**src/rtl/lsfg_pkg.sv**
```systemverilog
package lsfg_pkg;

    localparam int PIX_W = 21;
    localparam int COMP_W = 7;

    localparam logic FUNC_PAINT = 1'b0;
    localparam logic FUNC_UPDATE = 1'b1;

    localparam logic [7:0] BYTE_MARK = 8'h80;
    localparam logic [5:0] STRIP_LEN_RESET = 6'd32;

    // exact integer bounds for round((i/255)^2.5 * 127)
    localparam longint unsigned POW5_255 = 64'd1078203909375;
    localparam longint unsigned SQ_254 = 64'd64516;

    typedef logic [COMP_W-1:0] t_gamma_rom [256];

    typedef struct packed {
        logic [COMP_W-1:0] green;
        logic [COMP_W-1:0] red;
        logic [COMP_W-1:0] blue;
    } t_pixel;

    function automatic t_gamma_rom f_gamma_table();
        t_gamma_rom tab;
        longint unsigned x;
        longint unsigned rhs;
        longint unsigned t;
        int v;
        logic found;
        for (int i = 0; i < 256; i++) begin
            x = longint'(i);
            rhs = SQ_254 * x * x * x * x * x;
            tab[i] = '0;
            found = 1'b0;
            for (v = 127; v > 0; v--) begin
                t = 2 * longint'(v) - 1;
                if (!found && (t * t * POW5_255 <= rhs)) begin
                    tab[i] = COMP_W'(v);
                    found = 1'b1;
                end
            end
        end
        return tab;
    endfunction

    localparam t_gamma_rom GAMMA_ROM = f_gamma_table();

endpackage

```
**src/rtl/lsfg_in_if.sv**
```systemverilog
interface lsfg_in_if;
    logic       valid;
    logic       ready;
    logic       func;
    logic [4:0] first_led;
    logic [5:0] led_count;
    logic [7:0] red_in;
    logic [7:0] green_in;
    logic [7:0] blue_in;
    logic       skip_black;

    modport source (
        output valid, func, first_led, led_count, red_in, green_in, blue_in, skip_black,
        input  ready
    );
    modport sink (
        input  valid, func, first_led, led_count, red_in, green_in, blue_in, skip_black,
        output ready
    );
endinterface

```
**src/rtl/lsfg_out_if.sv**
```systemverilog
interface lsfg_out_if;
    logic       valid;
    logic       ready;
    logic [7:0] green_byte;
    logic [7:0] red_byte;
    logic [7:0] blue_byte;
    logic       latch_last;

    modport source (
        output valid, green_byte, red_byte, blue_byte, latch_last,
        input  ready
    );
    modport sink (
        input  valid, green_byte, red_byte, blue_byte, latch_last,
        output ready
    );
endinterface

```
**src/rtl/lsfg_gamma.sv**
```systemverilog
module lsfg_gamma (
    input  logic [7:0]           i_red,
    input  logic [7:0]           i_green,
    input  logic [7:0]           i_blue,
    output lsfg_pkg::t_pixel     o_pixel
);

    assign o_pixel.green = lsfg_pkg::GAMMA_ROM[i_green];
    assign o_pixel.red   = lsfg_pkg::GAMMA_ROM[i_red];
    assign o_pixel.blue  = lsfg_pkg::GAMMA_ROM[i_blue];

endmodule

```
**src/rtl/lsfg_store.sv**
```systemverilog
module lsfg_store #(
    parameter int DEPTH = 32,
    parameter int IW = 5
) (
    input  logic                       i_clk,
    input  logic                       i_we,
    input  logic [IW-1:0]              i_waddr,
    input  lsfg_pkg::t_pixel           i_wdata,
    input  logic [IW-1:0]              i_raddr,
    output lsfg_pkg::t_pixel           o_rdata
);

    lsfg_pkg::t_pixel r_mem [DEPTH];
    lsfg_pkg::t_pixel r_rdata;

    always_ff @(posedge i_clk) begin
        if (i_we) begin
            r_mem[i_waddr] <= i_wdata;
        end
        r_rdata <= r_mem[i_raddr];
    end

    assign o_rdata = r_rdata;

endmodule

```
**src/rtl/led_strip_frame_gamma_encoder.sv**
```systemverilog
// update: one beat per cycle while the output is not stalled, strip length (capped at
//   LED_MAX) + 1 beats ending with the all-zero latch beat; the input is held off meanwhile
// paint: led_count writes through the single store write port after the accept;
//   an ignored paint is accepted and dropped without writes
// reset: strip length returns to 32, then a clearing pass writes zero to all LED_MAX
//   store entries while the input is held off; config writes are taken throughout
module led_strip_frame_gamma_encoder #(
    parameter int LED_MAX = 32
) (
    input  logic              i_clk,
    input  logic              i_rst_n,
    input  logic              i_cfg_wr_en,
    input  logic [5:0]        i_cfg_wr_data,
    lsfg_in_if.sink           i_in,
    lsfg_out_if.source        o_out
);

    localparam int IW = (LED_MAX > 1) ? $clog2(LED_MAX) : 1;
    localparam int CW = $clog2(LED_MAX + 1);
    localparam int LW = (CW > 7) ? CW : 7;

    localparam logic [1:0] ST_CLEAR = 2'd0;
    localparam logic [1:0] ST_IDLE  = 2'd1;
    localparam logic [1:0] ST_PAINT = 2'd2;
    localparam logic [1:0] ST_UPD   = 2'd3;

    logic [1:0]       r_state, n_state;
    logic [CW-1:0]    r_addr, n_addr;
    logic [LW-1:0]    r_end;
    lsfg_pkg::t_pixel r_word;
    logic [5:0]       r_strip;
    logic             r_out_v, n_out_v;
    logic [7:0]       r_out_g, r_out_r, r_out_b;
    logic             r_out_last;

    lsfg_pkg::t_pixel gamma_word;
    lsfg_pkg::t_pixel rdata;
    logic             we;
    logic [IW-1:0]    waddr;
    lsfg_pkg::t_pixel wdata;
    logic [IW-1:0]    raddr;

    logic [LW-1:0]    strip_ext;
    logic [LW-1:0]    eff_len;
    logic [LW-1:0]    paint_end;
    logic [LW-1:0]    addr_ext;
    logic [CW-1:0]    addr_inc;
    logic             in_acc;
    logic             is_black;
    logic             paint_ok;
    logic             out_free;
    logic             load;
    logic             load_latch;

    lsfg_gamma u_gamma (
        .i_red   (i_in.red_in),
        .i_green (i_in.green_in),
        .i_blue  (i_in.blue_in),
        .o_pixel (gamma_word)
    );

    lsfg_store #(
        .DEPTH (LED_MAX),
        .IW    (IW)
    ) u_store (
        .i_clk   (i_clk),
        .i_we    (we),
        .i_waddr (waddr),
        .i_wdata (wdata),
        .i_raddr (raddr),
        .o_rdata (rdata)
    );

    assign strip_ext = LW'(r_strip);
    assign eff_len   = (strip_ext > LW'(LED_MAX)) ? LW'(LED_MAX) : strip_ext;
    assign paint_end = LW'(i_in.first_led) + LW'(i_in.led_count);
    assign addr_ext  = LW'(r_addr);
    assign addr_inc  = r_addr + 1'b1;
    assign in_acc    = i_in.valid && (r_state == ST_IDLE);
    assign is_black  = (i_in.red_in == 8'd0) && (i_in.green_in == 8'd0)
                       && (i_in.blue_in == 8'd0);
    assign paint_ok  = (paint_end <= eff_len) && (i_in.led_count != 6'd0)
                       && !(i_in.skip_black && is_black);
    assign out_free  = !r_out_v || o_out.ready;

    always_comb begin
        n_state    = r_state;
        n_addr     = r_addr;
        we         = 1'b0;
        waddr      = r_addr[IW-1:0];
        wdata      = r_word;
        raddr      = r_addr[IW-1:0];
        load       = 1'b0;
        load_latch = 1'b0;
        case (r_state)
            ST_CLEAR: begin
                we     = 1'b1;
                wdata  = '0;
                n_addr = addr_inc;
                if (addr_ext == LW'(LED_MAX - 1)) begin
                    n_state = ST_IDLE;
                    n_addr  = '0;
                end
            end
            ST_IDLE: begin
                if (in_acc) begin
                    if (i_in.func == lsfg_pkg::FUNC_UPDATE) begin
                        n_state = ST_UPD;
                        n_addr  = '0;
                        raddr   = '0;
                    end else if (paint_ok) begin
                        n_state = ST_PAINT;
                        n_addr  = CW'(i_in.first_led);
                    end
                end
            end
            ST_PAINT: begin
                we     = 1'b1;
                n_addr = addr_inc;
                if (LW'(addr_inc) == r_end) begin
                    n_state = ST_IDLE;
                end
            end
            ST_UPD: begin
                // store data for r_addr is ready every cycle here, next address read ahead when a beat is loaded
                if (out_free) begin
                    load   = 1'b1;
                    n_addr = addr_inc;
                    raddr  = addr_inc[IW-1:0];
                    if (addr_ext == eff_len) begin
                        load_latch = 1'b1;
                        n_state    = ST_IDLE;
                    end
                end
            end
            default: begin
                n_state = ST_IDLE;
            end
        endcase
    end

    always_comb begin
        n_out_v = r_out_v && !o_out.ready;
        if (load) begin
            n_out_v = 1'b1;
        end
    end

    always_ff @(posedge i_clk) begin
        if (!i_rst_n) begin
            r_state <= ST_CLEAR;
            r_addr  <= '0;
            r_out_v <= 1'b0;
            r_strip <= lsfg_pkg::STRIP_LEN_RESET;
        end else begin
            r_state <= n_state;
            r_addr  <= n_addr;
            r_out_v <= n_out_v;
            if (i_cfg_wr_en) begin
                r_strip <= i_cfg_wr_data;
            end
        end
    end

    always_ff @(posedge i_clk) begin
        if (in_acc) begin
            r_word <= gamma_word;
            r_end  <= paint_end;
        end
        if (load) begin
            if (load_latch) begin
                r_out_g    <= 8'd0;
                r_out_r    <= 8'd0;
                r_out_b    <= 8'd0;
                r_out_last <= 1'b1;
            end else begin
                r_out_g    <= lsfg_pkg::BYTE_MARK | 8'(rdata.green);
                r_out_r    <= lsfg_pkg::BYTE_MARK | 8'(rdata.red);
                r_out_b    <= lsfg_pkg::BYTE_MARK | 8'(rdata.blue);
                r_out_last <= 1'b0;
            end
        end
    end

    assign i_in.ready       = (r_state == ST_IDLE);
    assign o_out.valid      = r_out_v;
    assign o_out.green_byte = r_out_g;
    assign o_out.red_byte   = r_out_r;
    assign o_out.blue_byte  = r_out_b;
    assign o_out.latch_last = r_out_last;

endmodule

```
**src/flat_wrapper.sv**
```systemverilog
// flat-port wrapper written by rule: the top's interface ports become plain ports
module led_strip_frame_gamma_encoder_flat 
#(
    parameter int LED_MAX = 32
)
  (i_clk, i_rst_n, i_cfg_wr_en, i_cfg_wr_data, i_in_valid, i_in_func, i_in_first_led, i_in_led_count, i_in_red_in, i_in_green_in, i_in_blue_in, i_in_skip_black, i_in_ready, o_out_valid, o_out_green_byte, o_out_red_byte, o_out_blue_byte, o_out_latch_last, o_out_ready);
  lsfg_in_if i_in_i ();
  lsfg_out_if o_out_i ();
  input  logic i_clk;
  input  logic i_rst_n;
  input  logic i_cfg_wr_en;
  input  logic [5:0] i_cfg_wr_data;
  input wire logic [$bits(i_in_i.valid)-1:0] i_in_valid;
  input wire logic [$bits(i_in_i.func)-1:0] i_in_func;
  input wire logic [$bits(i_in_i.first_led)-1:0] i_in_first_led;
  input wire logic [$bits(i_in_i.led_count)-1:0] i_in_led_count;
  input wire logic [$bits(i_in_i.red_in)-1:0] i_in_red_in;
  input wire logic [$bits(i_in_i.green_in)-1:0] i_in_green_in;
  input wire logic [$bits(i_in_i.blue_in)-1:0] i_in_blue_in;
  input wire logic [$bits(i_in_i.skip_black)-1:0] i_in_skip_black;
  output wire logic [$bits(i_in_i.ready)-1:0] i_in_ready;
  output wire logic [$bits(o_out_i.valid)-1:0] o_out_valid;
  output wire logic [$bits(o_out_i.green_byte)-1:0] o_out_green_byte;
  output wire logic [$bits(o_out_i.red_byte)-1:0] o_out_red_byte;
  output wire logic [$bits(o_out_i.blue_byte)-1:0] o_out_blue_byte;
  output wire logic [$bits(o_out_i.latch_last)-1:0] o_out_latch_last;
  input wire logic [$bits(o_out_i.ready)-1:0] o_out_ready;
  assign i_in_i.valid = i_in_valid;
  assign i_in_i.func = i_in_func;
  assign i_in_i.first_led = i_in_first_led;
  assign i_in_i.led_count = i_in_led_count;
  assign i_in_i.red_in = i_in_red_in;
  assign i_in_i.green_in = i_in_green_in;
  assign i_in_i.blue_in = i_in_blue_in;
  assign i_in_i.skip_black = i_in_skip_black;
  assign i_in_ready = i_in_i.ready;
  assign o_out_valid = o_out_i.valid;
  assign o_out_green_byte = o_out_i.green_byte;
  assign o_out_red_byte = o_out_i.red_byte;
  assign o_out_blue_byte = o_out_i.blue_byte;
  assign o_out_latch_last = o_out_i.latch_last;
  assign o_out_i.ready = o_out_ready;
  led_strip_frame_gamma_encoder #(.LED_MAX(LED_MAX)) u_core (.i_clk(i_clk), .i_rst_n(i_rst_n), .i_cfg_wr_en(i_cfg_wr_en), .i_cfg_wr_data(i_cfg_wr_data), .i_in(i_in_i), .o_out(o_out_i));
endmodule
```
**config.mk**
```make
export PLATFORM = sky130hd
export DESIGN_NAME = led_strip_frame_gamma_encoder_flat
export DESIGN_NICKNAME = d
export VERILOG_FILES = /design/src/rtl/lsfg_pkg.sv /design/src/rtl/lsfg_in_if.sv /design/src/rtl/lsfg_out_if.sv /design/src/rtl/lsfg_gamma.sv /design/src/rtl/lsfg_store.sv /design/src/rtl/led_strip_frame_gamma_encoder.sv /design/src/flat_wrapper.sv
export SDC_FILE = /design/constraint.sdc
export NUM_CORES = 1
export LEC_CHECK = 0
export BUFFER_PORTS_ARGS = -buffer_cell sky130_fd_sc_hd__buf_2
export CELL_PAD_IN_SITES_DETAIL_PLACEMENT = 1
export CELL_PAD_IN_SITES_GLOBAL_PLACEMENT = 2
export CORE_MARGIN = 1.5
export CORE_UTILIZATION = 48
export CTS_CLUSTER_DIAMETER = 120
export CTS_CLUSTER_SIZE = 28
export DETAILED_ROUTE_END_ITERATION = 12
export GPL_TIMING_DRIVEN = 0
export PLACE_DENSITY_LB_ADDON = 0.05
export SLEW_MARGIN = 25
export SYNTH_ARGS = -nofsm -noshare
export SYNTH_HDL_FRONTEND = slang
export SYNTH_SLANG_ARGS = --single-unit
```
**constraint.sdc**
```tcl
create_clock -name i_clk -period 5.7 [get_ports i_clk]
set_input_delay 0 -clock i_clk [delete_from_list [all_inputs] [get_ports i_clk]]
set_output_delay 0 -clock i_clk [all_outputs]
set_load 0.05 [all_outputs]
```
* After elaboration in Yosys (flattened, before gate mapping) *
Memories as Yosys holds them, arrays and structs flattened. A register that Yosys moved wholly into a read port is not among the register bits.
Index checks and enable logic that the tools add are counted.

storage, ports and cells
  flip-flop bits (word level) = 47
  bits in writable memories = 672
  memory bits (read-only) = 5376
  input bits = 48
  output and inout port bits = 27
  logic and storage cells = 87
  memories = 4

operators by class
  add/subtract/negate cells = 2
  order comparisons = 2
  equality and inequality tests = 12
  multiplexer cells = 33
  bitwise operators = 3
  reduce and logical (&&, ||, !) cells = 19

memories
  name                  words  bits a word  rd ports  clocked after Yosys merged registers in  write ports  RTL line          source
  (no name shown)       256    7            1         1                                        0            lsfg_gamma.sv:10  assign o_pixel.blue = lsfg_pkg::GAMMA_ROM[i_blue];
  (no name shown)       256    7            1         1                                        0            lsfg_gamma.sv:9   assign o_pixel.red = lsfg_pkg::GAMMA_ROM[i_red];
  (no name shown)       256    7            1         1                                        0            lsfg_gamma.sv:8   assign o_pixel.green = lsfg_pkg::GAMMA_ROM[i_green];
  u_core.u_store.r_mem  32     21           1         1                                        1            lsfg_store.sv:13  lsfg_pkg::t_pixel r_mem [DEPTH];

operators with widths
  operator                                               number
  2-to-1 mux 6 bit                                       6
  NOT 8 -> 9 bit                                         3
  zero test 8 bit                                        3
  2-to-1 mux 8 bit                                       3
  case mux 6 bit (4 select lines)                        1
  2-to-1 mux 21 bit                                      1
  2-to-1 mux 5 bit                                       3
  equality test 6 x 7 -> 1 bit                           2
  2-to-1 mux 2 bit                                       7
  2-to-1 mux 1 bit                                       10
  != test 2 x 1 -> 1 bit (second input constant)         5
  case mux 5 bit (2 select lines)                        1
  case mux 2 bit (4 select lines)                        1
  adder 5 x 6 -> 7 bit                                   1
  less-or-equal comparator 7 bit                         1
  logical AND 1 bit                                      7
  adder 6 x 1 -> 6 bit (second input constant)           1
  equality test 6 x 5 -> 1 bit (second input constant)   1
  greater-than comparator 6 bit (second input constant)  1
  AND reduction 6 bit                                    1
  nonzero test 6 bit                                     1
  equality test 2 bit (second input constant)            2
  zero test 1 bit                                        3
  != test 3 x 2 -> 1 bit (second input constant)         1
  5 further kinds                                        5

* Longest topological paths before layout *
Gate-level depths: netlist of run 1.

  depth after elaboration = 10
  gate-level depth with buffers = 15
  gate-level depth less buffers = 14

* Hierarchy *
Synthesis of run 1 repeated with hierarchy kept, for this count alone.

unflattened totals
  cells, all modules = 2393
  area, all modules = 34195.3 um^2

by module, submodules not included
  module                         times used  cells each  area each (um^2)  seq. area each (um^2)
  lsfg_store                     1           1481        26751.9           20599.8
  lsfg_gamma                     1           611         4045.1            0.0
  led_strip_frame_gamma_encoder  1           301         3398.3            1831.8

* Worst setup path before layout of run 1 *
No wires, ideal clock.

  kind = register -> register
  start point = reg u_core.r_out_v (netlist: u_core.o_out.valid)
  end point = reg u_core.u_store.o_rdata[19] (netlist name)
  setup time = 0.088 ns
  data arrival time = 2.572 ns
  slack = 3.040 ns
  cell stages (with the launch flop) = 11
  clock period less this slack = 2.660 ns
  cells stage by stage = dfxtp_1 nand2b_1 nand2_1 inv_1 a22o_4 buf_6 buf_6 buf_2 a31oi_1 o22ai_1 nor4_2

on the way
  longest elaborated chain between the ends = 4

ends and longest elaborated chain
  item                             RTL line                              source
  from (decl)                      led_strip_frame_gamma_encoder.sv:32   logic r_out_v, n_out_v;
  from (signal assigned)           led_strip_frame_gamma_encoder.sv:158  r_out_v <= n_out_v;
  zero test 1 bit                  led_strip_frame_gamma_encoder.sv:84   assign out_free = !r_out_v || o_out.ready;
  logical OR 1 bit                 led_strip_frame_gamma_encoder.sv:84
  2-to-1 mux 5 bit                 led_strip_frame_gamma_encoder.sv:126  if (out_free) begin
  case mux 5 bit (2 select lines)  led_strip_frame_gamma_encoder.sv:95   case (r_state)

Every way passes these cells.
A chain may end at the register's enable or synchronous reset.

* Worst setup path after layout of run 1 *
  start point = reg u_core.r_state[0]
  end point = reg u_core.u_store.o_rdata[3] (netlist name)

on the way
  longest elaborated chain between the ends = 4
  elaborated cells between the ends (all ways) = 5

ends and longest elaborated chain
  item                                 RTL line                                                                  source
  from (decl)                          led_strip_frame_gamma_encoder.sv:27                                       logic [1:0] r_state, n_state;
  from (signal assigned)               led_strip_frame_gamma_encoder.sv:156                                      r_state <= n_state;
  equality test 2 x 1 -> 1 bit         led_strip_frame_gamma_encoder.sv:79, led_strip_frame_gamma_encoder.sv:95
  logical AND 1 bit                    led_strip_frame_gamma_encoder.sv:79                                       assign in_acc = i_in.valid && (r_state == ST_IDLE);
  2-to-1 mux 5 bit                     led_strip_frame_gamma_encoder.sv:106                                      if (in_acc) begin
  case mux 5 bit (2 select lines) (*)  led_strip_frame_gamma_encoder.sv:95

Every way passes the cells marked *; elsewhere a longest branch is shown, timed or not.

==> impl_summary.txt, run 1 <==
----------------------------------------------------
[STA]
  Max Fclk ... 0.265 GHz
  Max Clock Skew ... 0.0313 ns
  Worst slew margin relative to its limit ... 37.0%
  Period Utilization, post-route ... approximately 66%
  Tmin final ... 3.78 ns
  Count of final max-slew check failures ... 0
  Final-report setup violation count ... 0
  Final Hold Vio Count ... 0
  Total Negative Setup Slacks ... 0 ns
  Slew at the pin closest to its max-slew limit ... 0.945 ns
  RSZ-0062 raised after global routing ... false

[Global routing]
  GR Overflow Total ... 0
  Largest net degree at the start of global routing ... 33
  Routing usage on met2 ... 49.2%
  Met1 usage in global routing ... between 40% and 50%
  Global routing met3 resource utilization ... 2.59%
  Antenna violations before repair ... 1
  Most utilized layer in the global route result ... met2
  First-pass GRT wire length ... 158000 microns
  Global-route usage over all layers ... 28.9%
  Vias in the first global route ... 23900

[Setup path]
  Startpoint Class ... flop
  Worst setup path class ... flop to flop
  Sort of element at the end of the critical path ... flop
  CP Max Fanout ... 25
  Reg-to-reg endpoint ... u_core.u_store.o_rdata[3]$_DFF_P_
  Count of cell instances traversed by the critical path ... 10
  RR Startpoint ... u_core.r_state[0]$_SDFFE_PN0P_
  Cell family with most CP delay ... buffers and inverters
  Cells traversed along the worst timing path ... and2_1 > nand2_1 > inv_2 > a22o_4 > buf_2 > buf_2 > a211oi_1 > a31oi_1 > o22ai_1 > nor4_2
  Endpoint required time on the critical path ... 6.24 ns
  Cell with the largest stage delay on the worst path ... sky130_fd_sc_hd__inv_2
  Slowest stage delay, CP ... 0.56 ns
  Worst path buffer plus inverter count ... 3
  Most Frequent Cell on Critical Path ... sky130_fd_sc_hd__buf_2
  Setup slack, reg-to-reg ... roughly 1.9 ns
  Critical path arrival ... 4.32 ns
  R2R depth ... 10

[Min path]
  Worst Hold Depth ... 3
  Hold Path Class ... input port to flop
  Min-Delay Startpoint ... i_in_red_in[7]
  Hold-critical path endpoint ... u_core.r_word[13]$_SDFFCE_PP0P_

[Yosys]
  Avg Cell Area, Syn ... 12.9 sq um
  Number of instances in the synthesized netlist ... 2663
  Cell accounting for the most synthesized area ... sky130_fd_sc_hd__edfxtp_1
  Most area-consuming cells after synthesis ... sky130_fd_sc_hd__edfxtp_1 63%, sky130_fd_sc_hd__mux2i_1 4.2%, sky130_fd_sc_hd__nand2_1 3.7%, sky130_fd_sc_hd__a211oi_1 3.2%, sky130_fd_sc_hd__a31oi_1 2.7%
  Top_reg_cell synth ... sky130_fd_sc_hd__edfxtp_1
  Most instantiated library cell after synthesis ... sky130_fd_sc_hd__edfxtp_1
  Share of the synthesized area in the top cell type ... 63.1%
  Number of enable flip-flop cells after synthesis ... 723
  Synthesized Nets ... roughly 2800
  Count of different cell masters after synthesis ... 77
  Area of the mapped netlist ... 34400 sq um
  Register area share after synthesis ... 65.2%
  Top post-synthesis cells by count ... 723 x sky130_fd_sc_hd__edfxtp_1, 336 x sky130_fd_sc_hd__nand2_1, 149 x sky130_fd_sc_hd__a31oi_1, 145 x sky130_fd_sc_hd__a211oi_1, 144 x sky130_fd_sc_hd__mux2i_1
  Total number of yosys warnings ... 0
  Number of synthesized register bits ... around 760
  Async S/R FF share, synth ... 0%

[Routing]
  Number of remaining DRC errors ... 0
  DR pass1 iterations ... 7
  Mean routed wirelength per cell ... 28.3 microns
  Number of antenna-violating nets in the routed design ... 0
  First DRT Iteration DRCs ... 2359
  Via count ... 23600
  Via-to-Cell Ratio ... approximately 6.2
  Total Routed Length ... 107000 microns

[Placed design]
  Area after DPL ... around 37000 sq um
  Number of buffers added on ports ... 66
  GP Congestion ... 0.896
  Placed Cells ... 3698
  Final HPWL DP ... approximately 77000 microns

[Final layout]
  Antenna diode count ... 0
  Fin nets ... 2944
  Non-filler instance count after layout ... 3793
  Layout filler cell count ... between 7000 and 8000
  Area growth from synthesis to layout ... 11.3%
  Layout cells sized above 1 ... 11.3%
  Post-route standard cell area excluding fillers ... 38300 sq um

[Run status]
  Outcome ... finished clean

[Run]
  Max-cap check violation count ... 0

[Clocking]
  TritonCTS clock tree ... done
  Clock buffers created by TritonCTS ... 31
  Clock root buffer master ... sky130_fd_sc_hd__clkbuf_16
  Number of buffers between clock root and the deepest sink ... 3
  Number of H-tree levels ... 1
  Post_cts resized ... 0
  Clock transition at the register clock pins on the worst setup and hold paths after CTS ... approximately 0.12 ns
  Sink count of the clock tree ... 759
  Later-pin clock latency in the skew report ... 0.64 ns

[Floorplan]
  Die Outline Area ... 73300 sq um
  Number of rows created at floorplan ... 97
  Core region area ... 70500 sq um
  Starting density of the core ... 48.8%
  I/O pin total ... 75
  Vert. Die Dim ... 271 microns
  Floorplan die width ... 271 microns

[Pwr]
  Pwr/cell area ... 341 nW/um^2
  Lkg Pwr ... 13.2 nW
  Max rail drop VDD ... 268 uV

----------------------------------------------------
cell usage in the layout, fill, tap and decap left out, types with 7 or more instances in the layout:
master / n
sky130_fd_sc_hd__inv_1: 45
sky130_fd_sc_hd__nand2b_1: 24
sky130_fd_sc_hd__clkbuf_1: 139
sky130_fd_sc_hd__a31oi_1: 149
sky130_fd_sc_hd__mux4_2: 15
sky130_fd_sc_hd__and3_1: 132
sky130_fd_sc_hd__ha_1: 66
sky130_fd_sc_hd__mux2i_1: 144
sky130_fd_sc_hd__dfxtp_1: 36
sky130_fd_sc_hd__nand2_1: 336
sky130_fd_sc_hd__buf_6: 13
sky130_fd_sc_hd__o31ai_1: 7
sky130_fd_sc_hd__o22ai_1: 92
sky130_fd_sc_hd__nor4_2: 22
sky130_fd_sc_hd__dlygate4sd3_1: 38
sky130_fd_sc_hd__nand3_1: 23
sky130_fd_sc_hd__a21o_1: 8
sky130_fd_sc_hd__nor2_4: 31
sky130_fd_sc_hd__nor2_1: 65
sky130_fd_sc_hd__a211oi_1: 145
sky130_fd_sc_hd__edfxtp_1: 723
sky130_fd_sc_hd__xnor2_1: 11
sky130_fd_sc_hd__o211ai_1: 18
sky130_fd_sc_hd__nor2b_1: 33
sky130_fd_sc_hd__o21ai_0: 79
sky130_fd_sc_hd__nor2b_4: 21
sky130_fd_sc_hd__buf_1: 10
sky130_fd_sc_hd__clkbuf_16: 31
sky130_fd_sc_hd__nor3_1: 29
sky130_fd_sc_hd__buf_16: 21
sky130_fd_sc_hd__a21oi_1: 87
sky130_fd_sc_hd__buf_4: 20
sky130_fd_sc_hd__buf_2: 114
sequential cells by signal, indices dropped and copies added, names as in the netlist:
name	flops
u_core.r_strip	6
u_core.o_out.red_byte	7
u_core.u_store.o_rdata	21
u_core.r_state	2
u_core.o_out.valid	1
u_core.r_end	7
u_core.r_addr	6
u_core.o_out.green_byte	7
u_core.o_out.blue_byte	8
u_core.r_word	21
u_core.u_store.r_mem	672
u_core.o_out.latch_last	1
kinds of logic (layout without fill, tap and decap cells):
group / Yosys count / in the layout / synth area share [%]
flops: 759 / 759 / 65.2
simple gates: 754 / 754 / 10.9
compound gates: 643 / 643 / 12.2
buf+inv: 261 / 451 / 3.54
mux: 163 / 163 / 5.30
fa+ha+maj: 67 / 67 / 2.46
xor+xnor: 16 / 16 / 0.407
how the worst max path moves through the flow:
stage | endpoint | slack [ns] | from
global route | u_core.u_store.o_rdata[12]$_DFF_P_ | 1.86 | u_core.r_addr[1]$_SDFFE_PN0P_
floorplan | u_core.u_store.o_rdata[19]$_DFF_P_ | 3.04 | u_core.o_out.valid$_SDFF_PN0_
detailed placement | u_core.u_store.o_rdata[0]$_DFF_P_ | 2.08 | u_core.r_state[0]$_SDFFE_PN0P_
finish | u_core.u_store.o_rdata[3]$_DFF_P_ | 1.92 | u_core.r_state[0]$_SDFFE_PN0P_
CTS | u_core.u_store.o_rdata[0]$_DFF_P_ | 2.04 | u_core.r_state[0]$_SDFFE_PN0P_
global placement | u_core.u_store.r_mem[8][4]$_DFFE_PP_ | 0.98 | u_core.r_state[0]$_SDFFE_PN0P_
layout make-up:
| class | instances | area (sq um) | area share, % |
|---|---|---|---|
| inverters | 49 | 184 | 0.480 |
| repair buffers | 133 | 1420 | 3.72 |
| plain buffers | 212 | 1040 | 2.72 |
| multi-input cells | 1643 | 11100 | 29.1 |
| well taps | 940 | 1180 | 3.07 |
| clock buffers | 55 | 866 | 2.26 |
| clock inverters | 2 | 26.3 | 0.0686 |
| flip-flops and latches | 759 | 22400 | 58.6 |
timing repair:
| item | in CTS | in global routing |
|---|---|---|
| endpoints found under the setup margin | 0 | 0 |
| hold endpoints to repair | 26 | 0 |
| buffers inserted | 0 | 0 |
| hold buffers | 38 | 0 |
power by group:
group / switching, W / internal [W] / total [W] / leakage (nW)
logic: 0.00251 / 0.00122 / 0.00374 / 5.83
registers: 0.0000881 / 0.00651 / 0.00660 / 6.95
clock network: 0.00168 / 0.00105 / 0.00274 / 0.425
total: 0.00429 / 0.00879 / 0.0131 / 13.2
stage by stage:
stage               setup WS (ns)  utilization, %  power, W  hold WS (ns)
global placement            0.980            50.9    0.0101         0.234
floorplan                    3.04               -   0.00885         0.126
CTS                          2.04            54.3    0.0131       0.00482
finish                       1.92            54.3    0.0131        0.0444
global route                 1.86            54.3    0.0135        0.0721
detailed placement           2.08            52.5    0.0104         0.247
routing by layer:
metal  part of all wire [%]  wire, microns  vias to the layer above
met5                      0              0                        -
met4                    2.5           2710                        0
met3                    5.4           5850                      106
met2                     49          53100                      818
met1                     43          45800                    12100
li1                       -              -                    10500
tightest hold or removal path: cells and delay by family:
family / cells / cell delay [ns]
compound gates: 1 / 0.06
buf+inv: 1 / 0.22
simple gates: 1 / 0.20
No activity file was read; power rests on OpenSTA's default activity.
==> run 2: changes to the inputs <==
--- a/config.mk
+++ b/config.mk
@@ -5,11 +5,12 @@
 export SDC_FILE = /design/constraint.sdc
 export NUM_CORES = 1
 export LEC_CHECK = 0
+export ABC_AREA = 1
 export BUFFER_PORTS_ARGS = -buffer_cell sky130_fd_sc_hd__buf_2
 export CELL_PAD_IN_SITES_DETAIL_PLACEMENT = 1
 export CELL_PAD_IN_SITES_GLOBAL_PLACEMENT = 2
 export CORE_MARGIN = 1.5
-export CORE_UTILIZATION = 48
+export CORE_UTILIZATION = 41
 export CTS_CLUSTER_DIAMETER = 120
 export CTS_CLUSTER_SIZE = 28
 export DETAILED_ROUTE_END_ITERATION = 12
==> constraint.sdc (replaced) <==
create_clock -name i_clk -period 3.91 [get_ports i_clk]
set_input_delay 0 -clock i_clk [delete_from_list [all_inputs] [get_ports i_clk]]
set_output_delay 0 -clock i_clk [all_outputs]
set_load 0.05 [all_outputs]
==> impl_summary.txt, run 2 <==
----------------------------------------------------
[Setup path]
  Endpoint required time on the critical path ... 4.51 ns (-1.73 ns)
  Startpoint Class ... flop
  Setup crit start ... u_core.r_state[1]$_SDFFE_PN0P_
  Cells traversed along the worst timing path ... nand2_2 > nor2_4 > inv_2 > o21ai_2 > buf_4 > buf_2 > nand3_1 > nand3_1 > nand3_1 > nand2_1 > nand2_1 > nand2_1
  Sort of element at the end of the critical path ... flop
  Critical path arrival ... 4.39 ns (+0.07 ns)
  CP Max Fanout ... 27 (+8.0%)
  Worst path buffer plus inverter count ... 3 (unchanged)
  RR Startpoint ... u_core.r_state[1]$_SDFFE_PN0P_
  Cell family with most CP delay ... simple AND/OR/NAND/NOR gates
  Reg-to-reg endpoint ... u_core.u_store.o_rdata[12]$_DFF_P_
  Worst setup path class ... flop to flop
  Cell with the largest stage delay on the worst path ... sky130_fd_sc_hd__nor2_4
  Count of cell instances traversed by the critical path ... 12 (+2)
  Crit path capture ... u_core.u_store.o_rdata[12]$_DFF_P_
  Setup slack, reg-to-reg ... 0.12 ns (-1.80 ns)
  R2R depth ... 12 (+2)
  Slowest stage delay, CP ... 0.75 ns (+0.19 ns)

[Global routing]
  Largest net degree at the start of global routing ... 30 (-9.1%)
  Vias in the first global route ... 28300 (+18%)
  GR Overflow Total ... 0 (unchanged)
  First-pass GRT wire length ... 182000 microns (+15%)
  Global-route usage over all layers ... 26.0% (-2.9 points)
  Antenna violations before repair ... 2 (+1)

[Final layout]
  Highest-count cells in the layout ignoring fill and taps ... 787 x sky130_fd_sc_hd__nand3_1, 781 x sky130_fd_sc_hd__nand2_1, 739 x sky130_fd_sc_hd__inv_1, 723 x sky130_fd_sc_hd__edfxtp_1, 175 x sky130_fd_sc_hd__buf_2
  Layout cells sized above 1 ... 8.25% (-3.0 points)
  Area growth from synthesis to layout ... 12.2%
  Final core utilization ... 46.4% (-7.9 points)
  Most flop-heavy register ... u_core.u_store.r_mem
  Most common cell after layout, fill and taps aside ... sky130_fd_sc_hd__nand3_1
  Fin nets ... 4222 (+43%)
  Antenna diode count ... 0 (unchanged)
  Number of flip-flops under the largest register name ... 672 (unchanged)

[STA]
  RSZ-0062 raised after global routing ... false
  Slew at the pin closest to its max-slew limit ... 1.11 ns (+0.168 ns)
  Max Clock Skew ... 0.0376 ns (+0.00621 ns)
  Worst setup slack after layout ... 0.121 ns (-1.80 ns)
  Max Fclk ... 0.264 GHz (-0.30%)
  Final Hold Vio Count ... 0 (unchanged)
  Final-report setup violation count ... 0 (unchanged)
  Worst slew margin relative to its limit ... 25.6% (-11 points)
  Count of final max-slew check failures ... 0 (unchanged)
  Tmin final ... 3.79 ns (+0.0114 ns)
  Period Utilization, post-route ... 96.9% (+31 points)

[Pwr]
  Max rail drop VDD ... 372 uV (+39%)
  Proportion of power drawn by the clock network ... 14.9% (-6.0 points)
  Switching pwr ... 0.0123 W (+190%)
  Switching power share of the total ... 44.5% (+12 points)
  Pint ... 0.0154 W (+75%)
  Lkg Pwr ... 17.6 nW (+33%)
  Power share of the sequential group ... 38.5% (-12 points)
  Logic gate share of total power ... 46.6% (+18 points)
  Pwr/cell area ... 664 nW/um^2 (+95%)

[Yosys]
  Most area-consuming cells after synthesis ... sky130_fd_sc_hd__edfxtp_1 58%, sky130_fd_sc_hd__nand3_1 11%, sky130_fd_sc_hd__nand2_1 7.9%, sky130_fd_sc_hd__inv_1 7.5%, sky130_fd_sc_hd__ha_1 2.2%
  Share of the synthesized area in the top cell type ... 58.4% (-4.7 points)
  Number of synthesized register bits ... 759 (unchanged)
  Top post-synthesis cells by count ... 787 x sky130_fd_sc_hd__nand3_1, 781 x sky130_fd_sc_hd__nand2_1, 739 x sky130_fd_sc_hd__inv_1, 723 x sky130_fd_sc_hd__edfxtp_1, 188 x sky130_fd_sc_hd__nor2_1
  Cell accounting for the most synthesized area ... sky130_fd_sc_hd__edfxtp_1
  Avg Cell Area, Syn ... 9.47 sq um (-27%)
  Register area share after synthesis ... 60.4% (-4.8 points)
  Total number of yosys warnings ... 0 (unchanged)
  Async S/R FF share, synth ... 0% (unchanged)
  Number of instances in the synthesized netlist ... 3923 (+47%)
  Number of enable flip-flop cells after synthesis ... 723 (unchanged)
  Top_reg_cell synth ... sky130_fd_sc_hd__edfxtp_1
  Count of different cell masters after synthesis ... 53 (-31%)
  Most instantiated library cell after synthesis ... sky130_fd_sc_hd__nand3_1
  Area of the mapped netlist ... 37100 sq um (+8.0%)
  Synthesized Nets ... 4038 (+45%)

[Routing]
  Total Routed Length ... 121000 microns (+13%)
  Via-to-Cell Ratio ... 5.27 (-15%)
  Number of antenna-violating nets in the routed design ... 0 (unchanged)
  DR pass1 iterations ... 5 (-2)
  First DRT Iteration DRCs ... 1926 (-18%)
  Via count ... 28000 (+19%)
  Number of remaining DRC errors ... 0 (unchanged)
  Mean routed wirelength per cell ... 22.8 microns (-19%)

[Clocking]
  Number of H-tree levels ... 1 (unchanged)
  Number of buffers between clock root and the deepest sink ... 3 (unchanged)
  TritonCTS clock tree ... done
  Clock buffers created by TritonCTS ... 31 (unchanged)
  Clock root buffer master ... sky130_fd_sc_hd__clkbuf_16
  Clock transition at the register clock pins on the worst setup and hold paths after CTS ... 0.11 ns (about the same)
  Sink count of the clock tree ... 759 (unchanged)
  Later-pin clock latency in the skew report ... 0.67 ns (+0.03 ns)

[Floorplan]
  Die Outline Area ... 92400 sq um (+26%)
  Core region area ... 89900 sq um (+27%)
  Starting density of the core ... 41.3% (-7.4 points)
  Number of rows created at floorplan ... 110 (+13%)
  Vert. Die Dim ... 304 microns (+12%)
  I/O pin total ... 75 (unchanged)
  Floorplan die width ... 304 microns (+12%)

[Run]
  Max-cap check violation count ... 0 (unchanged)

[Run status]
  Outcome ... finished clean

[Min path]
  Hold Path Class ... input port to flop

[Placed design]
  GP Congestion ... 0.878 (-2.0%)
  Post-Place Setup Slack ... 0.0835 ns (-1.99 ns)
  Number of buffers added on ports ... 66 (unchanged)
  Final HPWL DP ... 89300 microns (+16%)

----------------------------------------------------
run 2: cell types whose count changed after synthesis, sizes merged, moves of 37 or more:
cell | previous run | this run
buf | 90 | 127
a31oi | 149 | 15
nand3 | 23 | 788
nor2 | 97 | 190
nand2 | 337 | 786
and3 | 132 | 0
nor2b | 54 | 0
nand3b | 2 | 88
mux2i | 144 | 0
a211oi | 145 | 8
o22ai | 92 | 7
inv | 47 | 743
run 2: per-layer routing:
metal	global-route usage [%]	up-vias	share of wire [%]
li1	-	13300	-
met1	37.5	14000	47
met2	43.3	581	47
met3	1.63	99	3.7
met4	5.12	0	2.0
met5	0	-	0
run 2: cell type report:
class / instances / area [sq um]
Buffer: 214 / 1000
Clock buffer: 55 / 866
Clock inverter: 3 / 36.3
Fill cell: 10200 / 48200
Inverter: 745 / 2800
Multi-Input combinational cell: 2205 / 11300
Sequential cell: 759 / 22400
Tap cell: 1176 / 1470
Timing Repair Buffer: 151 / 1730
run 2: power by group through the flow:
stage          sequential [W]  clock, W  combinational [W]
2_1_floorplan          0.0109         0            0.00670
3_3_place_gp           0.0109         0             0.0119
3_5_place_dp           0.0108         0             0.0128
4_1_cts                0.0107   0.00420             0.0129
5_1_grt                0.0107   0.00443             0.0139
6_report               0.0107   0.00413             0.0129
run 2: stage by stage:
step / area, sq um / setup TNS, ns / hold WS (ns) / instances / power, W
after global routing: 41700 / 0 / 0.0841 / 5308 / 0.0290
after global placement: 38900 / -50.59 / 0.224 / 5165 / 0.0228
after CTS: 41700 / 0 / 0.0329 / 5308 / 0.0278
final: 41700 / 0 / 0.0712 / 5308 / 0.0277
after floorplan: 37100 / 0 / 0.100 / 3923 / 0.0176
after detailed placement: 40200 / 0 / 0.230 / 5200 / 0.0236
run 2: how the worst min path moves through the flow:
| stage | depth (start not counted) | start | slack [ns] | to |
|---|---|---|---|---|
| after floorplan | 1 | i_cfg_wr_en | 0.10 | u_core.r_strip[5]$_SDFFE_PN1P_ |
| after global placement | 3 | i_cfg_wr_data[5] | 0.22 | u_core.r_strip[5]$_SDFFE_PN1P_ |
| after detailed placement | 3 | i_cfg_wr_data[0] | 0.23 | u_core.r_strip[0]$_SDFFE_PN0P_ |
| after CTS | 4 | i_in_red_in[5] | 0.03 | u_core.r_word[13]$_SDFFCE_PP0P_ |
| after global routing | 5 | i_in_blue_in[4] | 0.08 | u_core.r_word[2]$_DFFE_PP_ |
| final | 5 | i_in_blue_in[4] | 0.07 | u_core.r_word[2]$_DFFE_PP_ |
run 2: worst reg2reg max path, cell delays in order (launching register included):
cell,delay (ns)
sky130_fd_sc_hd__dfxtp_1,0.46
sky130_fd_sc_hd__nand2_2,0.12
sky130_fd_sc_hd__nor2_4,0.75
sky130_fd_sc_hd__inv_2,0.21
sky130_fd_sc_hd__o21ai_2,0.50
sky130_fd_sc_hd__buf_4,0.40
sky130_fd_sc_hd__buf_2,0.38
sky130_fd_sc_hd__nand3_1,0.14
sky130_fd_sc_hd__nand3_1,0.15
sky130_fd_sc_hd__nand3_1,0.24
sky130_fd_sc_hd__nand2_1,0.18
sky130_fd_sc_hd__nand2_1,0.11
sky130_fd_sc_hd__nand2_1,0.12
run 2: cell families (layout without fill, tap and decap cells):
group / after synthesis / in the layout / share of synthesized area (%)
compound gates: 244 / 244 / 4.02
buf+inv: 959 / 1168 / 10.2
simple gates: 1883 / 1883 / 22.8
flops: 759 / 759 / 60.4
fa+ha+maj: 67 / 67 / 2.28
xor+xnor: 11 / 11 / 0.259
run 2: repair_timing:
item / 4_1_cts / 5_1_grt
endpoints found under the hold margin: 54 / 0
hold buffers: 50 / 0
setup endpoints to repair: 0 / 2
buffers inserted: 0 / 0
resized for setup: 0 / 3
==> run 3: changes to the inputs <==
--- a/config.mk
+++ b/config.mk
@@ -9,6 +9,7 @@
 export BUFFER_PORTS_ARGS = -buffer_cell sky130_fd_sc_hd__buf_2
 export CELL_PAD_IN_SITES_DETAIL_PLACEMENT = 1
 export CELL_PAD_IN_SITES_GLOBAL_PLACEMENT = 2
+export CORE_ASPECT_RATIO = 0.5
 export CORE_MARGIN = 1.5
 export CORE_UTILIZATION = 41
 export CTS_CLUSTER_DIAMETER = 120
==> impl_summary.txt, run 3 (synthesized netlist as in run 2, its figures left out) <==
----------------------------------------------------
[Floorplan]
  Floorplan die width ... 429 microns (+41%)
  Core region area ... 89000 sq um (-0.95%)
  Starting density of the core ... 41.7% (+0.40 points)
  I/O pin total ... 75 (unchanged)
  Number of rows created at floorplan ... 77 (-30%)
  Vert. Die Dim ... 216 microns (-29%)
  Die Outline Area ... 92500 sq um (+0.12%)

[Min path]
  Worst Hold Depth ... 6 (+1)
  Hold Path Class ... input port to flop

[Setup path]
  Worst path buffer plus inverter count ... 3 (unchanged)
  Cell family with most CP delay ... simple AND/OR/NAND/NOR gates
  Startpoint Class ... flop
  CP Max Fanout ... 11 (-59%)
  Critical path arrival ... 4.40 ns (about the same)
  Count of cell instances traversed by the critical path ... 12 (unchanged)
  Cell with the largest stage delay on the worst path ... sky130_fd_sc_hd__o21ai_2
  R2R depth ... 12 (unchanged)
  Slowest stage delay, CP ... 0.65 ns (-0.10 ns)
  Endpoint required time on the critical path ... 4.55 ns (+0.04 ns)
  Worst setup path class ... flop to flop
  Sort of element at the end of the critical path ... flop
  Cells traversed along the worst timing path ... nand2_2 > nor2_4 > inv_2 > o21ai_2 > buf_4 > buf_2 > nand3_1 > nand3_1 > nand3_1 > nand2_1 > nand2_1 > nand2_1

[Placed design]
  Number of buffers added on ports ... 66 (unchanged)
  GP Congestion ... 0.890 (+1.4%)
  Placed Cells ... 5216 (+0.31%)
  Final HPWL DP ... 95900 microns (+7.4%)
  Post-Place Setup Slack ... 0.226 ns (+0.142 ns)

[Clocking]
  Clock root buffer master ... sky130_fd_sc_hd__clkbuf_16
  Clock transition at the register clock pins on the worst setup and hold paths after CTS ... 0.12 ns (about the same)
  Sink count of the clock tree ... 759 (unchanged)
  Number of buffers between clock root and the deepest sink ... 3 (unchanged)
  Clock buffers created by TritonCTS ... 31 (unchanged)
  TritonCTS clock tree ... done
  Later-pin clock latency in the skew report ... 0.71 ns (+0.04 ns)
  Setup repair bufs after CTS ... 0 (unchanged)
  Number of H-tree levels ... 1 (unchanged)

[STA]
  Max Fclk ... 0.266 GHz (+0.72%)
  Final-report setup violation count ... 0 (unchanged)
  Final Hold Vio Count ... 0 (unchanged)
  Count of final max-slew check failures ... 0 (unchanged)
  Period Utilization, post-route ... 96.2% (-0.69 points)
  Worst setup slack after layout ... 0.148 ns (+0.0271 ns)
  Worst slew margin relative to its limit ... 22.9% (-2.8 points)
  WHS ... 0.0479 ns (-0.0233 ns)
  RSZ-0062 raised after global routing ... false
  Max Clock Skew ... 0.0542 ns (+0.0167 ns)
  Tmin final ... 3.76 ns (-0.0271 ns)
  Slew at the pin closest to its max-slew limit ... 1.15 ns (+0.0414 ns)

[Final layout]
  Area growth from synthesis to layout ... 12.6%
  Fin nets ... 4233 (+0.26%)
  Number of flip-flops under the largest register name ... 672 (unchanged)
  Layout filler cell count ... 10100 (-0.91%)
  Final core utilization ... 47.0% (+0.64 points)
  Most common cell after layout, fill and taps aside ... sky130_fd_sc_hd__nand3_1
  Layout cells sized above 1 ... 8.40% (+0.15 points)
  Highest-count cells in the layout ignoring fill and taps ... 787 x sky130_fd_sc_hd__nand3_1, 781 x sky130_fd_sc_hd__nand2_1, 739 x sky130_fd_sc_hd__inv_1, 723 x sky130_fd_sc_hd__edfxtp_1, 175 x sky130_fd_sc_hd__buf_2
  Non-filler instance count after layout ... 5330 (+0.41%)
  Most flop-heavy register ... u_core.u_store.r_mem

[Routing]
  Number of antenna-violating nets in the routed design ... 0 (unchanged)
  Mean routed wirelength per cell ... 24.4 microns (+6.7%)
  Total Routed Length ... 130000 microns (+7.1%)
  Via-to-Cell Ratio ... 5.40 (+2.5%)
  Number of remaining DRC errors ... 0 (unchanged)
  DR pass1 iterations ... 5 (unchanged)
  First DRT Iteration DRCs ... 2726 (+42%)
  Via count ... 28800 (+2.9%)

[Pwr]
  Max rail drop VDD ... 445 uV (+20%)
  Pwr/cell area ... 669 nW/um^2 (+0.74%)
  Lkg Pwr ... 17.7 nW (+0.39%)

[Global routing]
  GR Overflow Total ... 0 (unchanged)
  Global-route usage over all layers ... 27.8% (+1.8 points)
  First-pass GRT wire length ... 191000 microns (+5.2%)
  Largest net degree at the start of global routing ... 30 (unchanged)
  Antenna violations before repair ... 8 (+6)
  Vias in the first global route ... 29100 (+2.9%)

[Run]
  Max-cap check violation count ... 0 (unchanged)

[Run status]
  Outcome ... finished clean

----------------------------------------------------
==> run 3: cell count changes in the layout (fill, tap and decap cells not counted), sizes merged <==
cell | previous run | this run
inv | 745 | 746
diode | 0 | 2
buf | 228 | 235
dlygate4sd3 | 50 | 54
clkinvlp | 1 | 0
==> run 3: repair_timing <==
action,4_1_cts,5_1_grt
hold buffers,54,0
resized for setup,0,2
hold endpoints to repair,51,0
setup endpoints to repair,0,1
==> run 3: worst register-to-register path, stage by stage (launching register included) <==
cell and delay [ns]:
sky130_fd_sc_hd__dfxtp_1 0.47, sky130_fd_sc_hd__nand2_2 0.13, sky130_fd_sc_hd__nor2_4 0.55, sky130_fd_sc_hd__inv_2 0.21, sky130_fd_sc_hd__o21ai_2 0.65, sky130_fd_sc_hd__buf_4 0.43, sky130_fd_sc_hd__buf_2 0.30, sky130_fd_sc_hd__nand3_1 0.16
sky130_fd_sc_hd__nand3_1 0.15, sky130_fd_sc_hd__nand3_1 0.25, sky130_fd_sc_hd__nand2_1 0.26, sky130_fd_sc_hd__nand2_1 0.08, sky130_fd_sc_hd__nand2_1 0.10
==> run 3: final timing paths <==
path	startpoint	to	slack, ns
min	i_in_red_in[3]	u_core.r_word[7]$_DFFE_PP_	0.05
max	u_core.r_state[1]$_SDFFE_PN0P_	u_core.u_store.o_rdata[3]$_DFF_P_	0.15
min reg2reg	u_core.u_store.o_rdata[6]$_DFF_P_	u_core.o_out.blue_byte[6]$_SDFFCE_PP0P_	0.52
max reg2reg	u_core.r_state[1]$_SDFFE_PN0P_	u_core.u_store.o_rdata[3]$_DFF_P_	0.15
==> run 3: stage by stage <==
step / instance area [sq um] / total power (W) / setup TNS [ns]
global route: 41800 / 0.0293 / 0
global placement: 39000 / 0.0228 / -221.60
finish: 41800 / 0.0280 / 0
floorplan: 37100 / 0.0176 / 0
detailed placement: 40400 / 0.0237 / 0
CTS: 41800 / 0.0279 / 0
==> run 3: area by class of cell <==
cell class              count  area (sq um)  share of cell area (%)
multi-input cells        2205         11300                    27.1
repair buffers            162          1880                    4.50
plain buffers             214          1000                    2.40
well taps                1185          1480                    3.54
clock buffers              55           866                    2.07
flip-flops and latches    759         22400                    53.6
diodes                      2          5.00                  0.0120
clock inverters             3          47.5                   0.114
inverters                 745          2800                    6.68
==> run 3: power breakdown <==
part	total (W)	switching, W	internal, W
clock	0.00423	0.00267	0.00155
combinational	0.0131	0.00974	0.00338
sequential	0.0107	0.000204	0.0105
==> run 3: routing by layer <==
metal / up-vias / global-route usage [%] / wire length (microns)
met5: - / 0 / 0
met4: 0 / 5.26 / 2530
li1: 13300 / - / -
met3: 103 / 4.06 / 8940
met2: 862 / 42.5 / 56300
met1: 14500 / 41.9 / 62000
